## src/hdl/alvc_pkg.sv

```systemverilog
// shared types and constants of the light and temperature vent controller
package alvc_pkg;

  localparam int DATA_W  = 12;
  localparam int DUTY_W  = 10;
  localparam int SERVO_W = 9;
  localparam int APB_AW  = 5;
  localparam int APB_DW  = 32;

  // register indexes
  localparam logic [2:0] REG_OPEN    = 3'd0;
  localparam logic [2:0] REG_CLOSE   = 3'd1;
  localparam logic [2:0] REG_COVERED = 3'd2;
  localparam logic [2:0] REG_SHADED  = 3'd3;
  localparam logic [2:0] REG_BRIGHT  = 3'd4;
  localparam logic [2:0] REG_DIM     = 3'd5;
  localparam logic [2:0] REG_OFF     = 3'd6;

  // register reset values
  localparam logic [DATA_W-1:0] OPEN_RST    = 12'd1352;
  localparam logic [DATA_W-1:0] CLOSE_RST   = 12'd1269;
  localparam logic [DATA_W-1:0] COVERED_RST = 12'd40;
  localparam logic [DATA_W-1:0] SHADED_RST  = 12'd120;
  localparam logic [DUTY_W-1:0] BRIGHT_RST  = 10'd999;
  localparam logic [DUTY_W-1:0] DIM_RST     = 10'd200;
  localparam logic [DUTY_W-1:0] OFF_RST     = 10'd5;

  // servo positions
  localparam int SERVO_SHUT = 60;
  localparam int SERVO_OPEN = 260;
  localparam int SERVO_STEP = 5;
  localparam int SERVO_MAX  = 511;

  // command queue between front and back
  localparam int QUEUE_DEPTH = 4;

  typedef struct packed {
    logic [DATA_W-1:0] open_level;
    logic [DATA_W-1:0] close_level;
    logic [DATA_W-1:0] covered_level;
    logic [DATA_W-1:0] shaded_level;
    logic [DUTY_W-1:0] bright_duty;
    logic [DUTY_W-1:0] dim_duty;
    logic [DUTY_W-1:0] off_duty;
  } alvc_cfg_t;

  typedef struct packed {
    logic [DUTY_W-1:0] led;
    logic              vent;
    logic              switched;
  } alvc_cmd_t;

endpackage

```

## src/hdl/alvc_regs.sv

```systemverilog
// configuration register file behind the apb port
module alvc_regs (
  input  logic                       clk,
  input  logic                       rst,
  input  logic                       psel,
  input  logic                       penable,
  input  logic                       pwrite,
  input  logic [alvc_pkg::APB_AW-1:0] paddr,
  input  logic [alvc_pkg::APB_DW-1:0] pwdata,
  output logic [alvc_pkg::APB_DW-1:0] prdata,
  output logic                       pready,
  output alvc_pkg::alvc_cfg_t        cfg
);
  import alvc_pkg::*;

  logic       wr_en;
  logic [2:0] reg_idx;

  assign pready  = 1'b1;
  assign wr_en   = psel && penable && pwrite && pready;
  assign reg_idx = paddr[4:2];

  // register writes
  always_ff @(posedge clk) begin
    if (rst) begin
      cfg.open_level    <= OPEN_RST;
      cfg.close_level   <= CLOSE_RST;
      cfg.covered_level <= COVERED_RST;
      cfg.shaded_level  <= SHADED_RST;
      cfg.bright_duty   <= BRIGHT_RST;
      cfg.dim_duty      <= DIM_RST;
      cfg.off_duty      <= OFF_RST;
    end else if (wr_en) begin
      unique case (reg_idx)
        REG_OPEN:    cfg.open_level    <= pwdata[DATA_W-1:0];
        REG_CLOSE:   cfg.close_level   <= pwdata[DATA_W-1:0];
        REG_COVERED: cfg.covered_level <= pwdata[DATA_W-1:0];
        REG_SHADED:  cfg.shaded_level  <= pwdata[DATA_W-1:0];
        REG_BRIGHT:  cfg.bright_duty   <= pwdata[DUTY_W-1:0];
        REG_DIM:     cfg.dim_duty      <= pwdata[DUTY_W-1:0];
        REG_OFF:     cfg.off_duty      <= pwdata[DUTY_W-1:0];
        default: ;
      endcase
    end
  end

  // read mux
  always_comb begin
    unique case (reg_idx)
      REG_OPEN:    prdata = APB_DW'(cfg.open_level);
      REG_CLOSE:   prdata = APB_DW'(cfg.close_level);
      REG_COVERED: prdata = APB_DW'(cfg.covered_level);
      REG_SHADED:  prdata = APB_DW'(cfg.shaded_level);
      REG_BRIGHT:  prdata = APB_DW'(cfg.bright_duty);
      REG_DIM:     prdata = APB_DW'(cfg.dim_duty);
      REG_OFF:     prdata = APB_DW'(cfg.off_duty);
      default:     prdata = '0;
    endcase
  end

endmodule

```

## src/hdl/alvc_front.sv

```systemverilog
// front end: sample accumulation, window decision and command generation
module alvc_front #(
  parameter int WINDOW = 64
) (
  input  logic                         clk,
  input  logic                         rst,
  input  alvc_pkg::alvc_cfg_t          cfg,
  input  logic                         s_valid,
  output logic                         s_ready,
  input  logic [alvc_pkg::DATA_W-1:0]  temp_sample,
  input  logic [alvc_pkg::DATA_W-1:0]  light_sample,
  input  logic                         q_full,
  output logic                         push,
  output alvc_pkg::alvc_cmd_t          push_cmd
);
  import alvc_pkg::*;

  localparam int CNT_W = $clog2(WINDOW);
  localparam int SUM_W = DATA_W + CNT_W;
  localparam int TH_W  = SUM_W + 1;
  localparam logic [TH_W-1:0]  WIN_K    = TH_W'(WINDOW);
  localparam logic [CNT_W-1:0] CNT_LAST = CNT_W'(WINDOW - 1);

  logic [CNT_W-1:0]  sample_count;
  logic [SUM_W-1:0]  temp_sum;
  logic [SUM_W-1:0]  light_sum;
  logic              vent_is_open;
  logic [DUTY_W-1:0] led_level;

  logic              accept;
  logic              win_end;
  logic [SUM_W-1:0]  temp_sum_next;
  logic [SUM_W-1:0]  light_sum_next;
  logic [TH_W-1:0]   tsum_x;
  logic [TH_W-1:0]   lsum_x;
  logic [TH_W-1:0]   th_open, th_close_hi, th_cov, th_cov_hi, th_sh, th_sh_hi;
  logic              lt_cov, gt_cov, lt_sh, gt_sh, ge_open, le_close;
  logic [DUTY_W-1:0] led_next;
  logic              vent_next;

  assign s_ready = !q_full;
  assign accept  = s_valid && s_ready;
  assign win_end = (sample_count == CNT_LAST);

  assign temp_sum_next  = temp_sum + SUM_W'(temp_sample);
  assign light_sum_next = light_sum + SUM_W'(light_sample);
  assign tsum_x = TH_W'(temp_sum_next);
  assign lsum_x = TH_W'(light_sum_next);

  // levels scaled by the window so the sums compare without a divide
  assign th_open     = TH_W'(cfg.open_level) * WIN_K;
  assign th_close_hi = (TH_W'(cfg.close_level) + 1'b1) * WIN_K;
  assign th_cov      = TH_W'(cfg.covered_level) * WIN_K;
  assign th_cov_hi   = (TH_W'(cfg.covered_level) + 1'b1) * WIN_K;
  assign th_sh       = TH_W'(cfg.shaded_level) * WIN_K;
  assign th_sh_hi    = (TH_W'(cfg.shaded_level) + 1'b1) * WIN_K;

  // floor(sum / window) against each level
  assign lt_cov   = lsum_x < th_cov;
  assign gt_cov   = lsum_x >= th_cov_hi;
  assign lt_sh    = lsum_x < th_sh;
  assign gt_sh    = lsum_x >= th_sh_hi;
  assign ge_open  = tsum_x >= th_open;
  assign le_close = tsum_x < th_close_hi;

  // led and vent decision at window end
  always_comb begin
    led_next = led_level;
    if (lt_cov) begin
      led_next = cfg.bright_duty;
    end else if (gt_cov && lt_sh) begin
      led_next = cfg.dim_duty;
    end else if (gt_sh) begin
      led_next = cfg.off_duty;
    end
    if (!vent_is_open) begin
      vent_next = ge_open && gt_cov;
    end else begin
      vent_next = !(le_close || lt_cov);
    end
  end

  // command for the back end
  assign push              = accept;
  assign push_cmd.led      = win_end ? led_next : led_level;
  assign push_cmd.vent     = win_end ? vent_next : vent_is_open;
  assign push_cmd.switched = win_end && (vent_next != vent_is_open);

  // accumulator and state update
  always_ff @(posedge clk) begin
    if (rst) begin
      sample_count <= '0;
      temp_sum     <= '0;
      light_sum    <= '0;
      vent_is_open <= 1'b0;
      led_level    <= '0;
    end else if (accept) begin
      if (win_end) begin
        sample_count <= '0;
        temp_sum     <= '0;
        light_sum    <= '0;
        vent_is_open <= vent_next;
        led_level    <= led_next;
      end else begin
        sample_count <= sample_count + 1'b1;
        temp_sum     <= temp_sum_next;
        light_sum    <= light_sum_next;
      end
    end
  end

endmodule

```

## src/hdl/alvc_queue.sv

```systemverilog
// short command queue between the front and back ends
module alvc_queue (
  input  logic                clk,
  input  logic                rst,
  input  logic                push,
  input  alvc_pkg::alvc_cmd_t push_cmd,
  input  logic                pop,
  output alvc_pkg::alvc_cmd_t head,
  output logic                empty,
  output logic                full
);
  import alvc_pkg::*;

  localparam int PTR_W = $clog2(QUEUE_DEPTH);
  localparam int CNT_W = $clog2(QUEUE_DEPTH + 1);

  alvc_cmd_t        slots [QUEUE_DEPTH];
  logic [PTR_W-1:0] wr_ptr;
  logic [PTR_W-1:0] rd_ptr;
  logic [CNT_W-1:0] count;

  assign empty = (count == '0);
  assign full  = (count == CNT_W'(QUEUE_DEPTH));
  assign head  = slots[rd_ptr];

  // slot storage
  always_ff @(posedge clk) begin
    if (push) begin
      slots[wr_ptr] <= push_cmd;
    end
  end

  // pointers and fill level
  always_ff @(posedge clk) begin
    if (rst) begin
      wr_ptr <= '0;
      rd_ptr <= '0;
      count  <= '0;
    end else begin
      if (push) begin
        wr_ptr <= wr_ptr + 1'b1;
      end
      if (pop) begin
        rd_ptr <= rd_ptr + 1'b1;
      end
      case ({push, pop})
        2'b10:   count <= count + 1'b1;
        2'b01:   count <= count - 1'b1;
        default: count <= count;
      endcase
    end
  end

endmodule

```

## src/hdl/alvc_back.sv

```systemverilog
// back end: expands commands into results, ramps the servo on a switch
module alvc_back #(
  parameter int RAMP_STEPS = 40
) (
  input  logic                clk,
  input  logic                rst,
  input  alvc_pkg::alvc_cmd_t head,
  input  logic                empty,
  output logic                pop,
  output logic                m_valid,
  input  logic                m_ready,
  output logic [23:0]         m_data,
  output logic                m_last
);
  import alvc_pkg::*;

  localparam int STEP_W = $clog2(RAMP_STEPS + 1);
  localparam int SV_W   = (((STEP_W + 3) > SERVO_W) ? (STEP_W + 3) : SERVO_W) + 2;
  localparam logic [STEP_W-1:0] STEP_LAST = STEP_W'(RAMP_STEPS);

  logic [STEP_W-1:0]       step;
  logic                    load;
  logic                    emit;
  logic                    final_step;
  logic signed [SV_W-1:0]  step_x5;
  logic signed [SV_W-1:0]  ramp_v;
  logic [SERVO_W-1:0]      ramp_servo;
  logic [SERVO_W-1:0]      rest_servo;
  logic [SERVO_W-1:0]      servo;

  assign load       = !m_valid || m_ready;
  assign emit       = load && !empty;
  assign final_step = !head.switched || (step == STEP_LAST);
  assign pop        = emit && final_step;

  // ramp position with saturation
  assign step_x5 = $signed(SV_W'(step)) * $signed(SV_W'(SERVO_STEP));
  assign ramp_v  = head.vent ? ($signed(SV_W'(SERVO_SHUT)) + step_x5)
                             : ($signed(SV_W'(SERVO_OPEN)) - step_x5);

  always_comb begin
    if (ramp_v < 0) begin
      ramp_servo = '0;
    end else if (ramp_v > $signed(SV_W'(SERVO_MAX))) begin
      ramp_servo = SERVO_W'(SERVO_MAX);
    end else begin
      ramp_servo = ramp_v[SERVO_W-1:0];
    end
  end

  assign rest_servo = head.vent ? SERVO_W'(SERVO_OPEN) : SERVO_W'(SERVO_SHUT);
  assign servo      = head.switched ? ramp_servo : rest_servo;

  // output valid and ramp step counter
  always_ff @(posedge clk) begin
    if (rst) begin
      m_valid <= 1'b0;
      step    <= STEP_W'(1);
    end else if (load) begin
      m_valid <= !empty;
      if (emit) begin
        step <= pop ? STEP_W'(1) : step + 1'b1;
      end
    end
  end

  // output payload register
  always_ff @(posedge clk) begin
    if (emit) begin
      m_data <= {4'b0000, head.vent, servo, head.led};
      m_last <= final_step;
    end
  end

endmodule

```

## src/hdl/averaged_light_temp_vent_controller.sv

```systemverilog
// top level of the averaged light and temperature vent controller
// Usage:
// - s_* channel takes one pair of sensor samples a request, one per cycle
//   when s_tready is high; s_tready drops only while the command queue is full.
// - every WINDOW samples the averaged light sets the led duty and the
//   averaged temperature and light switch the vent flag with hysteresis.
// - m_* channel gives one result per sample; on a vent switch that sample
//   gives a servo ramp of RAMP_STEPS results instead, m_tlast on the final one.
// - from sample accept, the first result passes the command queue and then the output register.
// - results leave at one per cycle from the output register while m_tready is high; a ramp
//   holds the back end for its RAMP_STEPS results while the front keeps taking samples
//   until the QUEUE_DEPTH-entry command queue fills.
// - when m_tready is low the output register holds its result and the queue
//   absorbs further commands; the front stalls only once it is full.
// - apb port: registers at byte address 4*index, written in the access cycle,
//   pready always high; write only while the block is idle.
// - reset (rst, synchronous) restores register defaults, clears sums, count,
//   led level and vent flag, and empties the queue; no clearing pass.
module averaged_light_temp_vent_controller #(
  parameter int WINDOW     = 64,
  parameter int RAMP_STEPS = 40
) (
  input  logic                        clk,
  input  logic                        rst,
  input  logic                        psel,
  input  logic                        penable,
  input  logic                        pwrite,
  input  logic [alvc_pkg::APB_AW-1:0] paddr,
  input  logic [alvc_pkg::APB_DW-1:0] pwdata,
  output logic [alvc_pkg::APB_DW-1:0] prdata,
  output logic                        pready,
  input  logic                        s_tvalid,
  output logic                        s_tready,
  input  logic [23:0]                 s_tdata,   // temp_sample[11:0], light_sample[23:12]
  output logic                        m_tvalid,
  input  logic                        m_tready,
  output logic [23:0]                 m_tdata,   // led_duty[9:0], servo_duty[18:10],
                                                 // vent_open[19], zero[23:20]
  output logic                        m_tlast
);
  import alvc_pkg::*;

  alvc_cfg_t cfg;
  alvc_cmd_t push_cmd;
  alvc_cmd_t head;
  logic      push;
  logic      pop;
  logic      q_empty;
  logic      q_full;

  // configuration registers
  alvc_regs u_regs (
    .clk     (clk),
    .rst     (rst),
    .psel    (psel),
    .penable (penable),
    .pwrite  (pwrite),
    .paddr   (paddr),
    .pwdata  (pwdata),
    .prdata  (prdata),
    .pready  (pready),
    .cfg     (cfg)
  );

  // sample accumulation and window decision
  alvc_front #(.WINDOW(WINDOW)) u_front (
    .clk          (clk),
    .rst          (rst),
    .cfg          (cfg),
    .s_valid      (s_tvalid),
    .s_ready      (s_tready),
    .temp_sample  (s_tdata[11:0]),
    .light_sample (s_tdata[23:12]),
    .q_full       (q_full),
    .push         (push),
    .push_cmd     (push_cmd)
  );

  // command queue
  alvc_queue u_queue (
    .clk      (clk),
    .rst      (rst),
    .push     (push),
    .push_cmd (push_cmd),
    .pop      (pop),
    .head     (head),
    .empty    (q_empty),
    .full     (q_full)
  );

  // result generation
  alvc_back #(.RAMP_STEPS(RAMP_STEPS)) u_back (
    .clk     (clk),
    .rst     (rst),
    .head    (head),
    .empty   (q_empty),
    .pop     (pop),
    .m_valid (m_tvalid),
    .m_ready (m_tready),
    .m_data  (m_tdata),
    .m_last  (m_tlast)
  );

endmodule

```

## config.mk

```make
export PLATFORM = sky130hd
export DESIGN_NAME = averaged_light_temp_vent_controller
export DESIGN_NICKNAME = d
export VERILOG_FILES = /design/src/hdl/alvc_pkg.sv /design/src/hdl/alvc_regs.sv /design/src/hdl/alvc_front.sv /design/src/hdl/alvc_queue.sv /design/src/hdl/alvc_back.sv /design/src/hdl/averaged_light_temp_vent_controller.sv
export SDC_FILE = /design/constraint.sdc
export NUM_CORES = 1
export LEC_CHECK = 0
export BUFFER_PORTS_ARGS = -buffer_cell sky130_fd_sc_hd__buf_2
export CAP_MARGIN = 20
export CORE_ASPECT_RATIO = 0.7
export CORE_MARGIN = 1.5
export CORE_UTILIZATION = 40
export CTS_CLUSTER_SIZE = 40
export DETAILED_ROUTE_END_ITERATION = 16
export GPL_TIMING_DRIVEN = 0
export MAX_ROUTING_LAYER = met4
export REMOVE_ABC_BUFFERS = 1
export SLEW_MARGIN = 20
export SYNTH_ARGS = -nofsm -noshare
export SYNTH_HDL_FRONTEND = slang
export SYNTH_HIERARCHICAL = 1
export SYNTH_SLANG_ARGS = --single-unit
```

## constraint.sdc

```tcl
create_clock -name clk -period 9.94 [get_ports clk]
set_input_delay 1.491 -clock clk [delete_from_list [all_inputs] [get_ports clk]]
set_output_delay 1.491 -clock clk [all_outputs]
set_load 0.02 [all_outputs]
```

Word-level counts from Yosys, hierarchy flattened. Memory sizes are Yosys's and may differ from the RTL's. A register that Yosys moved wholly into a read port is not among the register bits. Index checks and enable logic that the tools add are counted.

Output and inout bits: 60. Bits of input ports: 68. Register bits after elaboration: 166. Memory bits (writable): 48. Latch bits: 0. Memories: 1. Word-level logic and storage cells: 102. Bits in read-only memories: 0.

Memory list: u_queue.slots (words 4, width 12, read ports 1, clocked after Yosys merged registers in 1, wr ports 1, RTL line alvc_queue.sv:17) `alvc_cmd_t slots [QUEUE_DEPTH];`.

Shifts and indexed selects: 0. Equality and inequality tests: 12. Add/sub/neg operators: 13. Bitwise gates (word level): 0. Order comparisons: 8. Reduce and logical (&&, ||, !) cells: 27. Div/mod/pow operators: 0. Multiply operators: 1. Multiplexer cells: 21.

Operators by type and width (number): $pmux W12 S7 (1); $mux W10 (4); $add A12 B1 Y13 const B (3); $ge A18 B19 Y1 (2); $add A18 B12 Y18 (2); $lt A18 B18 Y1 (2); $mux W18 (2); $mux W9 (4); $lt A18 B19 Y1 (1); $ge A18 B18 Y1 (1); $reduce_and A2 Y1 (8); $add A6 B1 Y6 const B (2); $eq A3 B3 Y1 const B (4); $eq A6 B6 Y1 const B (2); $mux W6 (2); $add A7 B11 Y11 const A (1); $gt A11 B10 Y1 const B (1); $lt A11 B1 Y1 const B (1); $mux W11 (1); $sub A10 B11 Y11 const A (1); $mul A6 B3 Y9 const B (1); $logic_and A1 B1 Y1 (8); $eq A3 B2 Y1 const B (2); $logic_not A3 Y1 (2); 13 further kinds (24).

Longest topological paths before layout.
Word-level depth: 7. Mapped depth: 20. Mapped depth without buffers: 20.

Cells and area by module. The synthesis kept the hierarchy.

Modules (own cells, without submodules): alvc_front (times used 1, area each 6297.3 µm², sequential area each 1061.0 µm², cells each 822); alvc_regs (times used 1, area each 3958.8 µm², sequential area each 1561.5 µm², cells each 427); alvc_queue (times used 1, area each 2169.6 µm², sequential area each 1621.6 µm², cells each 109); alvc_back (times used 1, area each 1569.0 µm², sequential area each 770.7 µm², cells each 145).

Least setup slack after synthesis. Ideal clock, no wire load.

Path type: input-to-reg. Start point: input port s_tdata[13]. End point: register u_front.led_level[0]. Arrival: 5.815 ns. Library setup time: 0.083 ns. Data required time: 9.857 ns. Slack: 4.042 ns. Stages on the path: 19. Buffers on the path: 1. Cell sequence: ha_1 -> a211o_1 -> a21o_1 -> a211o_1 -> a31o_2 -> a21o_1 -> a21oi_1 -> nand2b_1 -> nor2_1 -> xor2_1 -> ha_1 -> a21o_1 -> a21o_1 -> a221oi_1 -> nand2_1 -> clkbuf_1 -> nor3_1 -> a22oi_1 -> o221ai_1.

Cells in the longest elaborated chain, start to end: 6. Elaborated cells between the ends (all ways): 10. Those cells by class: add/sub: 1; order compare: 4; mux: 4; reduce/logical: 1.

Ends and longest elaborated chain: start, declared (RTL line averaged_light_temp_vent_controller.sv:34) `input logic [23:0] s_tdata,`; $add A18 B12 Y18 * (RTL line alvc_front.sv:46) `assign light_sum_next = light_sum + SUM_W'(light_sample);`; $ge A18 B19 Y1, or another cell as far along (RTL line alvc_front.sv:62) `assign gt_sh = lsum_x >= th_sh_hi;`; $mux W10 / $logic_and A1 B1 Y1 (equally long branches) (RTL line alvc_front.sv:73, alvc_front.sv:71); $mux W10 (RTL line alvc_front.sv:71) `end else if (gt_cov && lt_sh) begin`; $mux W10 * (RTL line alvc_front.sv:69) `if (lt_cov) begin`; $mux W10 *; end signal, assigned (RTL line alvc_front.sv:103) `led_level <= led_next;`; end, declared (RTL line alvc_front.sv:28) `logic [DUTY_W-1:0] led_level;`.

Every way passes the cells marked *; elsewhere a longest branch is shown, timed or not. A chain may end at the register's enable or synchronous reset.

==> summary.txt <==
largest net degree at the start of global routing - 107
PortBufs - 80
initial antenna violation count - 2
RSZ-0062 raised after global routing - no
post-CTS sizing - 0
Mapped Area - 14000 µm²
# fillers - 3306
drt pass-1 iters - 6
die height - 159 µm
Worst-Margin Slew - 1110 ps
Final Max Tran Viols - 0
gr ovfl total - 0
distinct cell type count after synthesis - 93
final hold vios - 0
Leak - 6.47 nW
I/O pin total - 128
crit share post-route - 0.701
setup tns final - 0 ps
async set or reset register ratio after synthesis - 0
core region area - 34600 µm²
die area - 36100 µm²
Die X - 227 µm
# rows - 57
# Post-CTS Setup Buffers - 0
post-route ant nets - 0
post-layout util - 0.447
DRC viols - 0
Worst-Skew Late Latency - 530 ps
non-filler cells, final - 2036
routability cong. - 0.908
multi-input logic area - 8230 µm²
number of synthesized flops with an enable pin - 69
global-route wire length before repair - 60600 µm
TritonCTS clock tree - yes
synthesis-to-finish area growth - 10.4%
worst-path fanout max - 16
routed wire length - 38300 µm
predominant post-synthesis flop cell - dfxtp_1
status - finished clean
CTS Root Cell - clkbuf_16
CTS buffer count - 24
All-Layer GR Usage - 0.219
CP Launch Type - primary input
fin crit period - 6970 ps
Clock Path Buffers - 3
sequential fraction of the synthesis area - 0.358
WHS - 455 ps
Placed Cells incl. Taps - 1991
Cell Pwr Density - 200 nW/µm²
Syn Inst Count - 1503
Worst setup EP type - flop
Clock Sinks - 216
via density per instance - 5.60
CP Class - primary input to flop
Setup-failing EPs final - 0
H-tree depth - 1
post-synthesis register bit count - 216
layout cells sized above 1 - 0.117
peak supply drop - 0.113 mV
slew margin rel. - 0.263
vias in the first global route - 10671
syn avg cell area - 9.31 µm²
Critical Path AT - 7210 ps
Initial Util - 0.405
Seq. cell area - 5010 µm²
Clock transition at path regs - 60 ps
worst min path class - flop to flop
Yosys warning total - 6
Setup Skew - 12.1 ps
# Max-Cap Violations - 0
CP required - 10180 ps
DP HPWL - 28100 µm
Max Clk Rate - 0.143 GHz
drt wl/cell - 18.8 µm
# nets final - 1726
Vias - 11393
Post-CTS Hold Fix Bufs - 0
DR iter-0 viols - 1026
[logic make-up after synthesis]
family / count (synthesis) / synth area share
buffers and inverters: 176 / 0.0613
AOI/OAI and AO/OA: 340 / 0.166
other: 3 / 0.000805
DFF: 216 / 0.358
and+or+nand+nor: 470 / 0.169
xor gates and xnor gates: 78 / 0.0513
adders and majority gates: 116 / 0.105
muxes: 104 / 0.0877
[report_power, final]
part           internal [W]  switching, W
combinational      0.000423      0.000681
clock              0.000501      0.000376
sequential          0.00105     0.0000574
[per-layer routing]
layer / vias up / routed length (µm) / track usage
met2: 418 / 15400 / 0.293
li1: 5523 / - / -
met3: 47 / 2730 / 0.0365
met4: 0 / 683 / 0.0448
met1: 5405 / 19600 / 0.339
met5: - / 0 / -
[through the flow]
stage	total power, W	instance area (µm²)	worst slack [ps]
floorplan	0.00188	13500	4040
global placement	0.00217	14500	2570
detailed placement	0.00222	14700	2620
CTS	0.00311	15400	3120
global route	0.00328	15500	2670
finish	0.00308	15500	2970
[worst max-delay path: stages]
cell and delay (ps):
buf_2 110, ha_1 280, a211o_1 310, a21o_1 210, a211o_1 370, a31o_2 270, a21o_1 200, a21oi_1 230
nand2b_1 270, nor2_1 80, xor2_1 380, ha_1 330, a21o_1 150, a21o_1 200, a221oi_1 440, nand2_1 610
o211ai_1 460, nor2_2 210, a221oi_1 610
[synth_stat cells, drive strengths merged, types with 8 or more instances]
library cell | number | area (µm²)
nor2 | 148 | 558
dfxtp | 147 | 2940
ha | 109 | 1360
mux2i | 87 | 871
a21oi | 86 | 434
inv | 85 | 319
nand2 | 75 | 284
o21ai | 74 | 370
edfxtp | 69 | 2070
nand3 | 58 | 295
buf | 52 | 393
nand2b | 52 | 333
xnor2 | 48 | 420
clkbuf | 39 | 146
or3 | 29 | 186
xor2 | 28 | 253
a22oi | 27 | 208
a221oi | 19 | 173
nor2b | 18 | 115
nor3 | 18 | 95.1
a21o | 17 | 128
nand4 | 15 | 93.8
mux4 | 14 | 323
and3 | 13 | 81.3
a31oi | 12 | 75.1
o21a | 12 | 91.3
and2 | 11 | 68.8
o221ai | 11 | 96.3
o31ai | 10 | 93.8
a211oi | 8 | 65.1
or2 | 8 | 50.1
[final timing paths]
check / startpoint / end / slack [ps] / cells past startpoint
worst max-delay path: s_tdata[13] / u_queue/slots[3][4] / 2970 / 19
worst min register to register: u_front/temp_sum[2] / u_front/temp_sum[2] / 460 / 2
worst max register to register: u_front/light_sum[1] / u_queue/slots[3][4] / 3720 / 18
worst min-delay path: u_front/temp_sum[2] / u_front/temp_sum[2] / 460 / 2
[layout make-up]
cell class	count	area share
Timing Repair Buffer	85	0.0339
Multi-Input combinational cell	1133	0.533
Inverter	85	0.0206
Antenna cell	1	0.000162
Clock inverter	14	0.00680
Clock buffer	30	0.0430
Sequential cell	216	0.325
Tap cell	472	0.0382
[layout by cell type, fill, tap and decap left out, drive strengths merged, types with 27 or more instances in the layout]
cell type	netlist	final
clkbuf	39	30
nor2	148	148
o21ai	74	74
a21oi	86	86
or3	29	29
dfxtp	147	147
nand3	58	58
nand2b	52	52
nand2	75	75
edfxtp	69	69
a22oi	27	27
ha	109	109
xnor2	48	48
buf	52	85
inv	85	86
mux2i	87	87
xor2	28	28
[flip-flops by register name (all words and copies together) (netlist names), named ones only]
register	count
u_back/m_data	20
u_front/sample_count	6
u_regs/cfg	78
u_queue/slots	48
u_back/m_valid	1
u_queue/count	3
u_front/temp_sum	18
u_back/step	6
u_queue/rd_ptr	2
u_front/led_level	10
u_back/m_last	1
u_front/light_sum	18
u_queue/wr_ptr	2
u_front/vent_is_open	1
(Power assumes the default switching activity.)
